$ cat src/design/awds_pkg.sv
package awds_pkg;

	// Fixed field widths of the ports.
	localparam int CODE_BITS      = 16;
	localparam int INDEX_OUT_BITS = 16;
	localparam int VALUE_BITS     = 50;
	localparam int CFG_INDEX_BITS = 3;
	localparam int CFG_DATA_BITS  = 48;

	// Character codes recognized by the parser.
	localparam logic [7:0] CHAR_NUL  = 8'd0;
	localparam logic [7:0] CHAR_LF   = 8'd10;
	localparam logic [7:0] CHAR_ZERO = 8'd48;
	localparam logic [7:0] CHAR_NINE = 8'd57;

	// Saturation limits of the scaled values.
	localparam logic [VALUE_BITS-1:0] VALUE_MAX = {1'b0, {(VALUE_BITS-1){1'b1}}};
	localparam logic [VALUE_BITS-1:0] VALUE_MIN = {1'b1, {(VALUE_BITS-1){1'b0}}};

	// Configuration register indexes.
	typedef enum logic [CFG_INDEX_BITS-1:0] {
		CFG_HEADER_SKIP = 3'd0,
		CFG_Y_REFERENCE = 3'd1,
		CFG_Y_INCREMENT = 3'd2,
		CFG_Y_ORIGIN    = 3'd3,
		CFG_X_REFERENCE = 3'd4,
		CFG_X_INCREMENT = 3'd5,
		CFG_X_ORIGIN    = 3'd6
	} cfg_reg_t;

	// Reset values of the configuration registers.
	localparam logic [3:0]  HEADER_SKIP_RST = 4'd10;
	localparam logic [31:0] INCREMENT_RST   = 32'd65536;

	// Current configuration as seen by the datapath.
	typedef struct packed {
		logic [3:0]  header_skip;
		logic [15:0] y_reference;
		logic [31:0] y_increment;
		logic [47:0] y_origin;
		logic [15:0] x_reference;
		logic [31:0] x_increment;
		logic [47:0] x_origin;
	} cfg_t;

	// Load enables of the two scaling stages.
	typedef struct packed {
		logic mul;
		logic sum;
	} pipe_en_t;

endpackage

$ cat src/design/awds_char_if.sv
interface awds_char_if import awds_pkg::*; ();
	logic       valid;
	logic       ready;
	logic [7:0] char_byte;

	modport source (output valid, output char_byte, input ready);
	modport sink (input valid, input char_byte, output ready);
endinterface

$ cat src/design/awds_sample_if.sv
interface awds_sample_if import awds_pkg::*; ();
	logic                      valid;
	logic                      ready;
	logic [CODE_BITS-1:0]      sample_code;
	logic [INDEX_OUT_BITS-1:0] point_index;
	logic [VALUE_BITS-1:0]     voltage_value;
	logic [VALUE_BITS-1:0]     time_value;
	logic                      overflow;
	logic                      last;

	modport source (output valid, output sample_code, output point_index,
		output voltage_value, output time_value, output overflow, output last,
		input ready);
	modport sink (input valid, input sample_code, input point_index,
		input voltage_value, input time_value, input overflow, input last,
		output ready);
endinterface

$ cat src/design/awds_cfg_if.sv
interface awds_cfg_if import awds_pkg::*; ();
	logic                      valid;
	logic                      ready;
	logic [CFG_INDEX_BITS-1:0] index;
	logic [CFG_DATA_BITS-1:0]  data;

	modport source (output valid, output index, output data, input ready);
	modport sink (input valid, input index, input data, output ready);
endinterface

$ cat src/design/awds_cfg_regs.sv
module awds_cfg_regs import awds_pkg::*; (
	input  logic        clk,
	input  logic        arst_n,
	awds_cfg_if.sink    cfg,
	output cfg_t        regs
);

	cfg_t regs_q;

	// Writes are always accepted.
	assign cfg.ready = 1'b1;
	assign regs = regs_q;

	// Register file; writes to unknown indexes are dropped.
	always_ff @(posedge clk or negedge arst_n) begin
		if (!arst_n) begin
			regs_q.header_skip <= HEADER_SKIP_RST;
			regs_q.y_reference <= '0;
			regs_q.y_increment <= INCREMENT_RST;
			regs_q.y_origin    <= '0;
			regs_q.x_reference <= '0;
			regs_q.x_increment <= INCREMENT_RST;
			regs_q.x_origin    <= '0;
		end else if (cfg.valid) begin
			unique case (cfg_reg_t'(cfg.index))
				CFG_HEADER_SKIP: regs_q.header_skip <= cfg.data[3:0];
				CFG_Y_REFERENCE: regs_q.y_reference <= cfg.data[15:0];
				CFG_Y_INCREMENT: regs_q.y_increment <= cfg.data[31:0];
				CFG_Y_ORIGIN:    regs_q.y_origin    <= cfg.data[47:0];
				CFG_X_REFERENCE: regs_q.x_reference <= cfg.data[15:0];
				CFG_X_INCREMENT: regs_q.x_increment <= cfg.data[31:0];
				CFG_X_ORIGIN:    regs_q.x_origin    <= cfg.data[47:0];
				default: begin
				end
			endcase
		end
	end

endmodule

$ cat src/design/awds_parse.sv
module awds_parse import awds_pkg::*; #(
	parameter int SAMPLE_BITS = 16,
	parameter int INDEX_BITS  = 16
) (
	input  logic                   clk,
	input  logic                   arst_n,
	input  logic                   accept,
	input  logic                   load,
	input  logic [7:0]             char_byte,
	input  logic [3:0]             header_skip,
	output logic                   valid_s1,
	output logic [SAMPLE_BITS-1:0] code_s1,
	output logic [INDEX_BITS-1:0]  index_s1,
	output logic                   overflow_s1,
	output logic                   last_s1
);

	logic [3:0]             header_count_q;
	logic [SAMPLE_BITS-1:0] acc_q;
	logic                   overflow_q;
	logic [INDEX_BITS-1:0]  counter_q;

	logic                   in_header;
	logic                   is_digit;
	logic                   is_end;
	logic                   emit;
	logic [3:0]             digit;
	logic [SAMPLE_BITS+3:0] acc_next;
	logic                   saturate;

	// Classify the byte.
	assign in_header = header_count_q < header_skip;
	assign is_digit  = (char_byte >= CHAR_ZERO) && (char_byte <= CHAR_NINE);
	assign is_end    = (char_byte == CHAR_NUL) || (char_byte == CHAR_LF);
	assign emit      = !in_header && !is_digit;
	assign digit     = 4'(char_byte - CHAR_ZERO);

	// Decimal accumulate as acc * 8 + acc * 2 + digit, saturating.
	assign acc_next = {1'b0, acc_q, 3'b000} + {3'b000, acc_q, 1'b0} + (SAMPLE_BITS+4)'(digit);
	assign saturate = acc_next[SAMPLE_BITS+3:SAMPLE_BITS] != 4'd0;

	// Parser state.
	always_ff @(posedge clk or negedge arst_n) begin
		if (!arst_n) begin
			header_count_q <= '0;
			acc_q          <= '0;
			overflow_q     <= 1'b0;
			counter_q      <= '0;
		end else if (accept) begin
			if (in_header) begin
				header_count_q <= header_count_q + 4'd1;
			end else if (is_digit) begin
				acc_q      <= saturate ? '1 : acc_next[SAMPLE_BITS-1:0];
				overflow_q <= overflow_q | saturate;
			end else begin
				acc_q      <= '0;
				overflow_q <= 1'b0;
				if (is_end) begin
					counter_q      <= '0;
					header_count_q <= '0;
				end else begin
					counter_q <= counter_q + INDEX_BITS'(1);
				end
			end
		end
	end

	// Stage 1 valid: a word finished by this byte.
	always_ff @(posedge clk or negedge arst_n) begin
		if (!arst_n) begin
			valid_s1 <= 1'b0;
		end else if (load) begin
			valid_s1 <= accept && emit;
		end
	end

	// Stage 1 payload.
	always_ff @(posedge clk) begin
		if (load && accept && emit) begin
			code_s1     <= acc_q;
			index_s1    <= counter_q;
			overflow_s1 <= overflow_q;
			last_s1     <= is_end;
		end
	end

endmodule

$ cat src/design/awds_scale.sv
module awds_scale import awds_pkg::*; #(
	parameter int A_BITS = 16
) (
	input  logic                  clk,
	input  pipe_en_t              en,
	input  logic [A_BITS-1:0]     a,
	input  logic [15:0]           a_ref,
	input  logic [31:0]           inc,
	input  logic [47:0]           org,
	output logic [VALUE_BITS-1:0] value_q
);

	localparam int DW = ((A_BITS > 16) ? A_BITS : 16) + 1;
	localparam int PW = DW + 32;
	localparam int SW = ((PW > 48) ? PW : 48) + 1;

	logic signed [DW-1:0] diff;
	logic signed [31:0]   inc_s;
	logic signed [47:0]   org_s;
	logic signed [PW-1:0] prod_c;
	logic signed [PW-1:0] prod_s2;
	logic signed [SW-1:0] sum_c;
	logic [SW-VALUE_BITS:0] sum_hi;
	logic [VALUE_BITS-1:0]  value_c;

	// Offset and multiply.
	assign inc_s  = $signed(inc);
	assign diff   = $signed(DW'(a)) - $signed(DW'(a_ref));
	assign prod_c = PW'(diff) * PW'(inc_s);

	always_ff @(posedge clk) begin
		if (en.mul) begin
			prod_s2 <= prod_c;
		end
	end

	// Add origin and saturate to the output range.
	assign org_s  = $signed(org);
	assign sum_c  = SW'(prod_s2) + SW'(org_s);
	assign sum_hi = sum_c[SW-1:VALUE_BITS-1];

	always_comb begin
		if ((sum_hi == '0) || (sum_hi == '1)) begin
			value_c = sum_c[VALUE_BITS-1:0];
		end else if (sum_c[SW-1]) begin
			value_c = VALUE_MIN;
		end else begin
			value_c = VALUE_MAX;
		end
	end

	always_ff @(posedge clk) begin
		if (en.sum) begin
			value_q <= value_c;
		end
	end

endmodule

$ cat src/design/ascii_waveform_decode_scale_core.sv
// ASCII waveform decoder and scaler. One byte is accepted per clock on
// char_in while it is ready; after the programmed number of header bytes,
// decimal digits are accumulated and every other byte closes a sample, which
// passes the stage 1, multiply and output registers to sample_out with its
// code, index, and voltage and time scaled in Q.16. The parser state updates
// on every accepted byte, so the rate is one byte per cycle unless sample_out
// stalls; the three stages are parse, one 17x32 multiplier per axis at
// the default widths, and origin add with saturation into the output register.
// NUL or LF also ends the block and rearms the header skip. Configuration
// writes are never stalled and must be made only while no sample is in flight.
module ascii_waveform_decode_scale_core import awds_pkg::*; #(
	parameter int SAMPLE_BITS = 16,
	parameter int INDEX_BITS  = 16
) (
	input  logic           clk,
	input  logic           arst_n,
	awds_char_if.sink      char_in,
	awds_sample_if.source  sample_out,
	awds_cfg_if.sink       cfg
);

	cfg_t     regs;
	pipe_en_t en;

	logic adv1;
	logic adv2;
	logic adv3;
	logic accept;

	logic                   valid_s1;
	logic [SAMPLE_BITS-1:0] code_s1;
	logic [INDEX_BITS-1:0]  index_s1;
	logic                   overflow_s1;
	logic                   last_s1;

	logic                   valid_s2;
	logic [SAMPLE_BITS-1:0] code_s2;
	logic [INDEX_BITS-1:0]  index_s2;
	logic                   overflow_s2;
	logic                   last_s2;

	logic                      out_valid_q;
	logic [CODE_BITS-1:0]      code_q;
	logic [INDEX_OUT_BITS-1:0] index_q;
	logic                      overflow_q;
	logic                      last_q;
	logic [VALUE_BITS-1:0]     voltage_q;
	logic [VALUE_BITS-1:0]     time_q;

	// Each stage moves when the one after it is empty or moving.
	assign adv3    = !out_valid_q || sample_out.ready;
	assign adv2    = !valid_s2 || adv3;
	assign adv1    = !valid_s1 || adv2;
	assign en.mul  = adv2;
	assign en.sum  = adv3;
	assign accept  = char_in.valid && adv1;
	assign char_in.ready = adv1;

	awds_cfg_regs u_cfg (
		.clk    (clk),
		.arst_n (arst_n),
		.cfg    (cfg),
		.regs   (regs)
	);

	awds_parse #(
		.SAMPLE_BITS (SAMPLE_BITS),
		.INDEX_BITS  (INDEX_BITS)
	) u_parse (
		.clk         (clk),
		.arst_n      (arst_n),
		.accept      (accept),
		.load        (adv1),
		.char_byte   (char_in.char_byte),
		.header_skip (regs.header_skip),
		.valid_s1    (valid_s1),
		.code_s1     (code_s1),
		.index_s1    (index_s1),
		.overflow_s1 (overflow_s1),
		.last_s1     (last_s1)
	);

	awds_scale #(.A_BITS(SAMPLE_BITS)) u_scale_y (
		.clk     (clk),
		.en      (en),
		.a       (code_s1),
		.a_ref   (regs.y_reference),
		.inc     (regs.y_increment),
		.org     (regs.y_origin),
		.value_q (voltage_q)
	);

	awds_scale #(.A_BITS(INDEX_BITS)) u_scale_x (
		.clk     (clk),
		.en      (en),
		.a       (index_s1),
		.a_ref   (regs.x_reference),
		.inc     (regs.x_increment),
		.org     (regs.x_origin),
		.value_q (time_q)
	);

	// Stage valid flags.
	always_ff @(posedge clk or negedge arst_n) begin
		if (!arst_n) begin
			valid_s2    <= 1'b0;
			out_valid_q <= 1'b0;
		end else begin
			if (adv2) begin
				valid_s2 <= valid_s1;
			end
			if (adv3) begin
				out_valid_q <= valid_s2;
			end
		end
	end

	// Side-band fields travel alongside the scaling stages.
	always_ff @(posedge clk) begin
		if (adv2) begin
			code_s2     <= code_s1;
			index_s2    <= index_s1;
			overflow_s2 <= overflow_s1;
			last_s2     <= last_s1;
		end
		if (adv3) begin
			code_q     <= CODE_BITS'(code_s2);
			index_q    <= INDEX_OUT_BITS'(index_s2);
			overflow_q <= overflow_s2;
			last_q     <= last_s2;
		end
	end

	assign sample_out.valid         = out_valid_q;
	assign sample_out.sample_code   = code_q;
	assign sample_out.point_index   = index_q;
	assign sample_out.voltage_value = voltage_q;
	assign sample_out.time_value    = time_q;
	assign sample_out.overflow      = overflow_q;
	assign sample_out.last          = last_q;

endmodule

$ cat src/flat_wrapper.sv
// flat-port wrapper written by rule: the top's interface ports become plain ports
module ascii_waveform_decode_scale_core_flat import awds_pkg::*;
#(
	parameter int SAMPLE_BITS = 16,
	parameter int INDEX_BITS  = 16
)
  (clk, arst_n, char_in_valid, char_in_char_byte, char_in_ready, sample_out_valid, sample_out_sample_code, sample_out_point_index, sample_out_voltage_value, sample_out_time_value, sample_out_overflow, sample_out_last, sample_out_ready, cfg_valid, cfg_index, cfg_data, cfg_ready);
  awds_char_if char_in_i ();
  awds_sample_if sample_out_i ();
  awds_cfg_if cfg_i ();
  input  logic clk;
  input  logic arst_n;
  input wire logic [$bits(char_in_i.valid)-1:0] char_in_valid;
  input wire logic [$bits(char_in_i.char_byte)-1:0] char_in_char_byte;
  output wire logic [$bits(char_in_i.ready)-1:0] char_in_ready;
  output wire logic [$bits(sample_out_i.valid)-1:0] sample_out_valid;
  output wire logic [$bits(sample_out_i.sample_code)-1:0] sample_out_sample_code;
  output wire logic [$bits(sample_out_i.point_index)-1:0] sample_out_point_index;
  output wire logic [$bits(sample_out_i.voltage_value)-1:0] sample_out_voltage_value;
  output wire logic [$bits(sample_out_i.time_value)-1:0] sample_out_time_value;
  output wire logic [$bits(sample_out_i.overflow)-1:0] sample_out_overflow;
  output wire logic [$bits(sample_out_i.last)-1:0] sample_out_last;
  input wire logic [$bits(sample_out_i.ready)-1:0] sample_out_ready;
  input wire logic [$bits(cfg_i.valid)-1:0] cfg_valid;
  input wire logic [$bits(cfg_i.index)-1:0] cfg_index;
  input wire logic [$bits(cfg_i.data)-1:0] cfg_data;
  output wire logic [$bits(cfg_i.ready)-1:0] cfg_ready;
  assign char_in_i.valid = char_in_valid;
  assign char_in_i.char_byte = char_in_char_byte;
  assign char_in_ready = char_in_i.ready;
  assign sample_out_valid = sample_out_i.valid;
  assign sample_out_sample_code = sample_out_i.sample_code;
  assign sample_out_point_index = sample_out_i.point_index;
  assign sample_out_voltage_value = sample_out_i.voltage_value;
  assign sample_out_time_value = sample_out_i.time_value;
  assign sample_out_overflow = sample_out_i.overflow;
  assign sample_out_last = sample_out_i.last;
  assign sample_out_i.ready = sample_out_ready;
  assign cfg_i.valid = cfg_valid;
  assign cfg_i.index = cfg_index;
  assign cfg_i.data = cfg_data;
  assign cfg_ready = cfg_i.ready;
  ascii_waveform_decode_scale_core #(.SAMPLE_BITS(SAMPLE_BITS), .INDEX_BITS(INDEX_BITS)) u_core (.clk(clk), .arst_n(arst_n), .char_in(char_in_i), .sample_out(sample_out_i), .cfg(cfg_i));
endmodule
$ cat config.mk
export PLATFORM = sky130hd
export DESIGN_NAME = ascii_waveform_decode_scale_core_flat
export DESIGN_NICKNAME = d
export VERILOG_FILES = /design/src/design/awds_pkg.sv /design/src/design/awds_char_if.sv /design/src/design/awds_sample_if.sv /design/src/design/awds_cfg_if.sv /design/src/design/awds_cfg_regs.sv /design/src/design/awds_parse.sv /design/src/design/awds_scale.sv /design/src/design/ascii_waveform_decode_scale_core.sv /design/src/flat_wrapper.sv
export SDC_FILE = /design/constraint.sdc
export NUM_CORES = 2
export LEC_CHECK = 0
export ABC_AREA = 1
export BUFFER_PORTS_ARGS = -buffer_cell sky130_fd_sc_hd__buf_4
export CORE_MARGIN = 1.5
export CORE_UTILIZATION = 50
export DETAILED_ROUTE_END_ITERATION = 10
export GPL_TIMING_DRIVEN = 0
export PLACE_DENSITY = 0.78
export SLEW_MARGIN = 20
export SYNTH_ARGS = -nofsm -noshare
export SYNTH_HDL_FRONTEND = slang
export SYNTH_HIERARCHICAL = 1
export SYNTH_SLANG_ARGS = --single-unit
export TNS_END_PERCENT = 1
$ cat constraint.sdc
create_clock -name clk -period 10.5 [get_ports clk]
set_input_delay 0.525 -clock clk [delete_from_list [all_inputs] [get_ports clk]]
set_output_delay 0.525 -clock clk [all_outputs]
set_load 0.02 [all_outputs]
# After elaboration in Yosys (flattened, before gate mapping)
# Index checks and enable logic that the tools add are counted.
# totals
regBits	536
input_bits	64
output_inout_bits	137
wordCells	91
# classes
add_sub_neg	9
mul	2
magnitude_cmp	3
n_eq_ne	8
n_mux	7
bitwise	3
reduce_logical	29
# ops
op	count
$add A49 B48 Y50	2
$mul A17 B32 Y49	2
$mux W16	3
$sub A16 B16 Y17	2
$add A19 B17 Y20	1
$add A20 B4 Y20	1
$add A16 B1 Y16 const B	1
$reduce_and A2 Y1	8
$mux W4	3
$eq A3 B3 Y1 const B	3
$eq A8 B4 Y1 const B	1
$ge A8 B6 Y1 const B	1
$le A8 B6 Y1 const B	1
$logic_not A8 Y1	1
$eq A3 B2 Y1 const B	2
$logic_and A1 B1 Y1	6
$reduce_and A3 Y1	2
$logic_not A1 Y1	5
$add A4 B1 Y4 const B	1
$logic_or A1 B1 Y1	4
$lt A4 B4 Y1	1
$reduce_bool A4 Y1	1
$sub A4 B1 Y4 const B	1
$eq A3 B1 Y1 const B	1
other kinds (6)	7

# Logic depth before layout (Yosys ltp)
# depth
word_depth	7
ltp_mapped	41
depth_no_buf	39

# By module
# Netlist, hierarchy kept.
# modules_own_cells
module	instances	cells_each	area_each_um2	seq_area_each_um2
awds_scale at u_core.u_scale_x	1	3899	28636.2	2972.9
awds_scale at u_core.u_scale_y	1	3852	28508.6	2972.9
awds_cfg_regs	1	855	7509.7	4909.7
awds_parse	1	480	4312.9	1971.9
ascii_waveform_decode_scale_core	1	80	2139.6	2092.0

# Least setup slack after synthesis
# OpenSTA, ideal clock, no wires.
# synth_path
path_type	register -> register
start	register u_core.u_parse.index_s1[0]
end	register u_core.u_scale_x.prod_s2[46] (data pin)
setup_ps	253
arrival_ps	6529
t_required_ps	10247
slack_ps	3719
path_stages_with_launch	33
n_path_buf	0
period_less_slack_ps	6781
cell_sequence	edfxtp_1 -> inv_1 -> ha_1 -> fa_1 -> inv_1 -> nand3_1 -> nand2_2 -> nand2_2 -> nand2_1 -> nand2_1 -> nand3_1 -> nand2_1 -> nor2_1 -> inv_1 -> fa_1 -> inv_1 -> fa_1 -> inv_1 -> fa_1 -> fa_1 -> fa_1 -> fa_1 -> inv_1 -> ha_1 -> nand2_1 -> nor2_1 -> inv_1 -> nor2_1 -> nand2_1 -> nor2_1 -> nand2_1 -> nand4_1 -> nand2_1
# synth_via
elab_chain_len	2
# synth_lines
item	line_no	text
start: declaration	awds_parse.sv:13	output logic [INDEX_BITS-1:0] index_s1,
start signal: assignment	awds_parse.sv:81	index_s1 <= counter_q;
$sub A16 B16 Y17	awds_scale.sv:28	assign diff = $signed(DW'(a)) - $signed(DW'(a_ref));
$mul A17 B32 Y49	awds_scale.sv:29	assign prod_c = PW'(diff) * PW'(inc_s);
via u_core.u_scale_x.prod_c[46]	awds_scale.sv:20	logic signed [PW-1:0] prod_c;
end signal: assignment	awds_scale.sv:33	prod_s2 <= prod_c;
end: declaration	awds_scale.sv:21	logic signed [PW-1:0] prod_s2;
# The timed path passes the listed nets, and every way through them passes these cells.
# A chain may end at the register's enable or synchronous reset.

# Worst setup path in the final report
# layout_path
start	register u_core.u_parse.index_s1[0]
end	register u_core.u_scale_x.prod_s2[37] (data pin)
# The elaborated chain is that of the path after synthesis.

==> qor.txt <==
Setup Crit Path Kind: reg -> reg
Syn Inst Count: 9,166
Ys flop type: edfxtp_1
Vias in the first global route: 61,400
Area after DPL: 75,200 sq um
Worst R2R Start: u_core/u_parse/index_s1[0]$_DFFE_PP_
Final instance area: 77,400 sq um
Worst Setup Start Kind: flip-flop
Critical Path Source: u_core/u_parse/index_s1[0]$_DFFE_PP_
Hpwl dp: 204,000 um
Hold Crit Class: in -> reg
Relative slew slack: 31.3%
Clock tree sinks: 536
Violation count after the first detailed-route iteration: 6,044
Total gr overflow: 0
Max Freq: 0.117 GHz
Top-area cell type share of the netlist area: 29.5%
Antenna Nets Post-Route: 0
Max Cap Viol: 0
Dominant cell type by area after synthesis: fa_1
Post-synth EDFFs: 300
CTS tree: built
Avg Inst Size Synth: 7.76 sq um
Layout cells sized above 1: 6.36%
RR Endpoint: u_core/u_scale_x/prod_s2[37]$_DFFE_PP_
Status: finished, violations left
Largest fanout on the critical path: 10
Pins over their slew limit: 0
RD Place Congestion: 1.05
Fin util: 54.7%
Setup Viol. Count Final: 0
Post-layout min period: 8.57 ns
Asr flop ratio synth: 44.0%
Die H: 380 um
WP data arrival: 8.95 ns
Clock Skews: 0.0609 ns
Rows: 138
Num ports: 201
Crit path to: u_core/u_scale_x/prod_s2[37]$_DFFE_PP_
Placed cell count: 11,300
Global router's overall resource usage: 33.8%
Drc violations: 4
Antenna violations before repair: 9
CTS buffer count: 58
CTS clk-pin slew, worst paths: 0.06 ns
I/O Buffers: 199
Core Area: 141,000 sq um
Detailed Route WL: 245,000 um
Sequential fraction of the synthesis area: 21.0%
Via density: 5.40
Hold Path Cell Cnt: 3
Synth cell count leaders: nand2_1 (2,616), inv_1 (2,193), fa_1 (1,048)
Crit share post-route: 81.6%
Die area: 144,000 sq um
H-tree depth: 2
Failing checks: design-rule violations
Synth top area cells: fa_1 (30%), nand2_1 (14%), edfxtp_1 (13%), inv_1 (12%), dfrtp_1 (8.2%)
First-pass GRT wire length: 369,000 um
Largest net degree at the start of global routing: 100
CP Data Required Time: 10.88 ns
Syn nets: 10,700
Post-synthesis register bit count: 536
Die W: 380 um
Worst Reg-to-Reg Cells: 27
Yosys warnings: 6
Nets: 10,900
Area Overhead vs Synth: 8.81%
Most common cell in the synthesized netlist: nand2_1
Distinct cells, synth: 57
Final hold vios: 0
Starting Density: 50.3%
Slew @ Worst Pin: 1.03 ns
Setup TNS: 0 ns
Drt pass-1 iters: 11
Later-pin clock latency in the skew report: 0.69 ns
Detailed-route via count: 61,500
Final Non-Filler Cells: 11,400
Max Root-Sink Buffers: 3
RSZ-0062 raised after global routing: no
Area of the mapped netlist: 71,100 sq um
CTS root buf: clkbuf_16
Wire length per cell: 21.6 um
Crit end category: flip-flop
R2R setup slack: 1.93 ns
## flip-flops by register name, indices dropped and copies added, names as in the netlist, 49 cells and up
register                  flops
u_core/u_cfg/regs           196
u_core/u_scale_x/value_q     50
u_core/u_scale_y/value_q     50
u_core/u_scale_x/prod_s2     49
u_core/u_scale_y/prod_s2     49
## per-layer routing
metal	wire [um]	GRT usage (%)	share of wire, %
met1	97300	45.0	40
met2	105000	50.9	43
met3	27200	8.27	11
met4	16000	18.5	6.5
met5	59	0	0.024
## worst max-delay path: stages (launching register included)
cell and delay [ns]:
edfxtp_1 0.35, inv_1 0.08, ha_1 0.21, fa_1 0.40, nand2_1 0.09, nand2_1 0.42
inv_1 0.39, clkbuf_1 0.73, nand2_1 0.18, fa_1 0.61, inv_1 0.07, fa_1 0.59
inv_1 0.07, fa_1 0.50, inv_1 0.05, fa_1 0.49, fa_1 0.49, inv_1 0.05
fa_1 0.59, inv_1 0.11, ha_1 0.50, nand2_1 0.18, nor2_1 0.23, nand2_1 0.12
nor3_1 0.35, nand3_1 0.19, nand4_1 0.14, nand2_1 0.10
## stage by stage
| step | worst slack (ns) | hold WS, ns |
|---|---|---|
| after global routing | 1.93 | 0.0681 |
| after detailed placement | 2.30 | 0.405 |
| after floorplan | 3.72 | 0.229 |
| after CTS | 2.26 | 0.0110 |
| final | 1.93 | 0.0443 |
| after global placement | 2.35 | 0.403 |
## kinds of logic after synthesis
group	share of synthesized area, %
compound gates	2.99
xor+xnor	1.64
fa+ha+maj	36.5
buf+inv	13.4
flops	21.0
other cells	0.00527
simple gates	24.5
## final cells by class
cell class / instances / area, sq um
fillers: 13100 / 64000
clock inverters: 36 / 544
multi-input cells: 6186 / 46700
clock buffers: 74 / 1620
inverters: 2226 / 8370
well taps: 1890 / 2360
diodes: 4 / 10.0
repair buffers: 207 / 1700
plain buffers: 218 / 1160
flip-flops and latches: 536 / 14900
## repair_timing
action,in CTS,in global routing
endpoints found under the setup margin,0,0
hold buffers,1,0
buffers inserted,0,0
endpoints found under the hold margin,60,0
resized for setup,0,0
## how the worst min path moves through the flow
stage                                  from                                    endpoint  slack [ns]
2_1_floorplan                        arst_n         u_core/sample_out.valid$_DFFE_PN0P_        0.23
3_3_place_gp   u_core/index_s2[8]$_DFFE_PP_  u_core/sample_out.point_index[8]$_DFFE_PP_        0.40
3_5_place_dp    u_core/code_s2[7]$_DFFE_PP_  u_core/sample_out.sample_code[7]$_DFFE_PP_        0.40
4_1_cts                        cfg_data[44]          u_core/u_cfg/regs[140]$_DFFE_PN0P_        0.01
5_1_grt                        cfg_data[43]          u_core/u_cfg/regs[139]$_DFFE_PN0P_        0.07
6_report                       cfg_data[44]          u_core/u_cfg/regs[140]$_DFFE_PN0P_        0.04
## layout by cell type, fill, tap and decap left out, types with 6 or more instances in the layout
| master | Yosys | layout |
|---|---|---|
| a21o_1 | 7 | 7 |
| a21oi_1 | 226 | 226 |
| a21oi_2 | 14 | 14 |
| buf_1 | 6 | 6 |
| buf_16 | 0 | 7 |
| buf_2 | 60 | 60 |
| buf_4 | 11 | 209 |
| buf_6 | 28 | 28 |
| bufinv_16 | 0 | 11 |
| clkbuf_1 | 112 | 121 |
| clkbuf_16 | 0 | 61 |
| clkinv_1 | 6 | 8 |
| clkinvlp_4 | 0 | 7 |
| dfrtp_1 | 232 | 232 |
| edfxtp_1 | 300 | 300 |
| fa_1 | 1048 | 1048 |
| ha_1 | 398 | 398 |
| inv_1 | 2193 | 2193 |
| inv_2 | 24 | 24 |
| inv_6 | 1 | 6 |
| nand2_1 | 2616 | 2615 |
| nand2_2 | 48 | 48 |
| nand2_4 | 8 | 9 |
| nand3_1 | 524 | 523 |
| nand3_2 | 19 | 19 |
| nand3b_1 | 13 | 13 |
| nand4_1 | 76 | 76 |
| nor2_1 | 787 | 786 |
| nor2_2 | 37 | 37 |
| nor3_1 | 39 | 39 |
| o21ai_0 | 95 | 95 |
| o21ai_1 | 8 | 8 |
| o21ai_2 | 11 | 11 |
| o21bai_1 | 17 | 17 |
| or2_1 | 10 | 10 |
| or2_2 | 7 | 7 |
| xnor2_1 | 43 | 43 |
| xor2_1 | 90 | 90 |
Power is left out: the tool's default activity adds up to more than one toggle a clock period on the data nets, which glitch-free logic cannot reach.
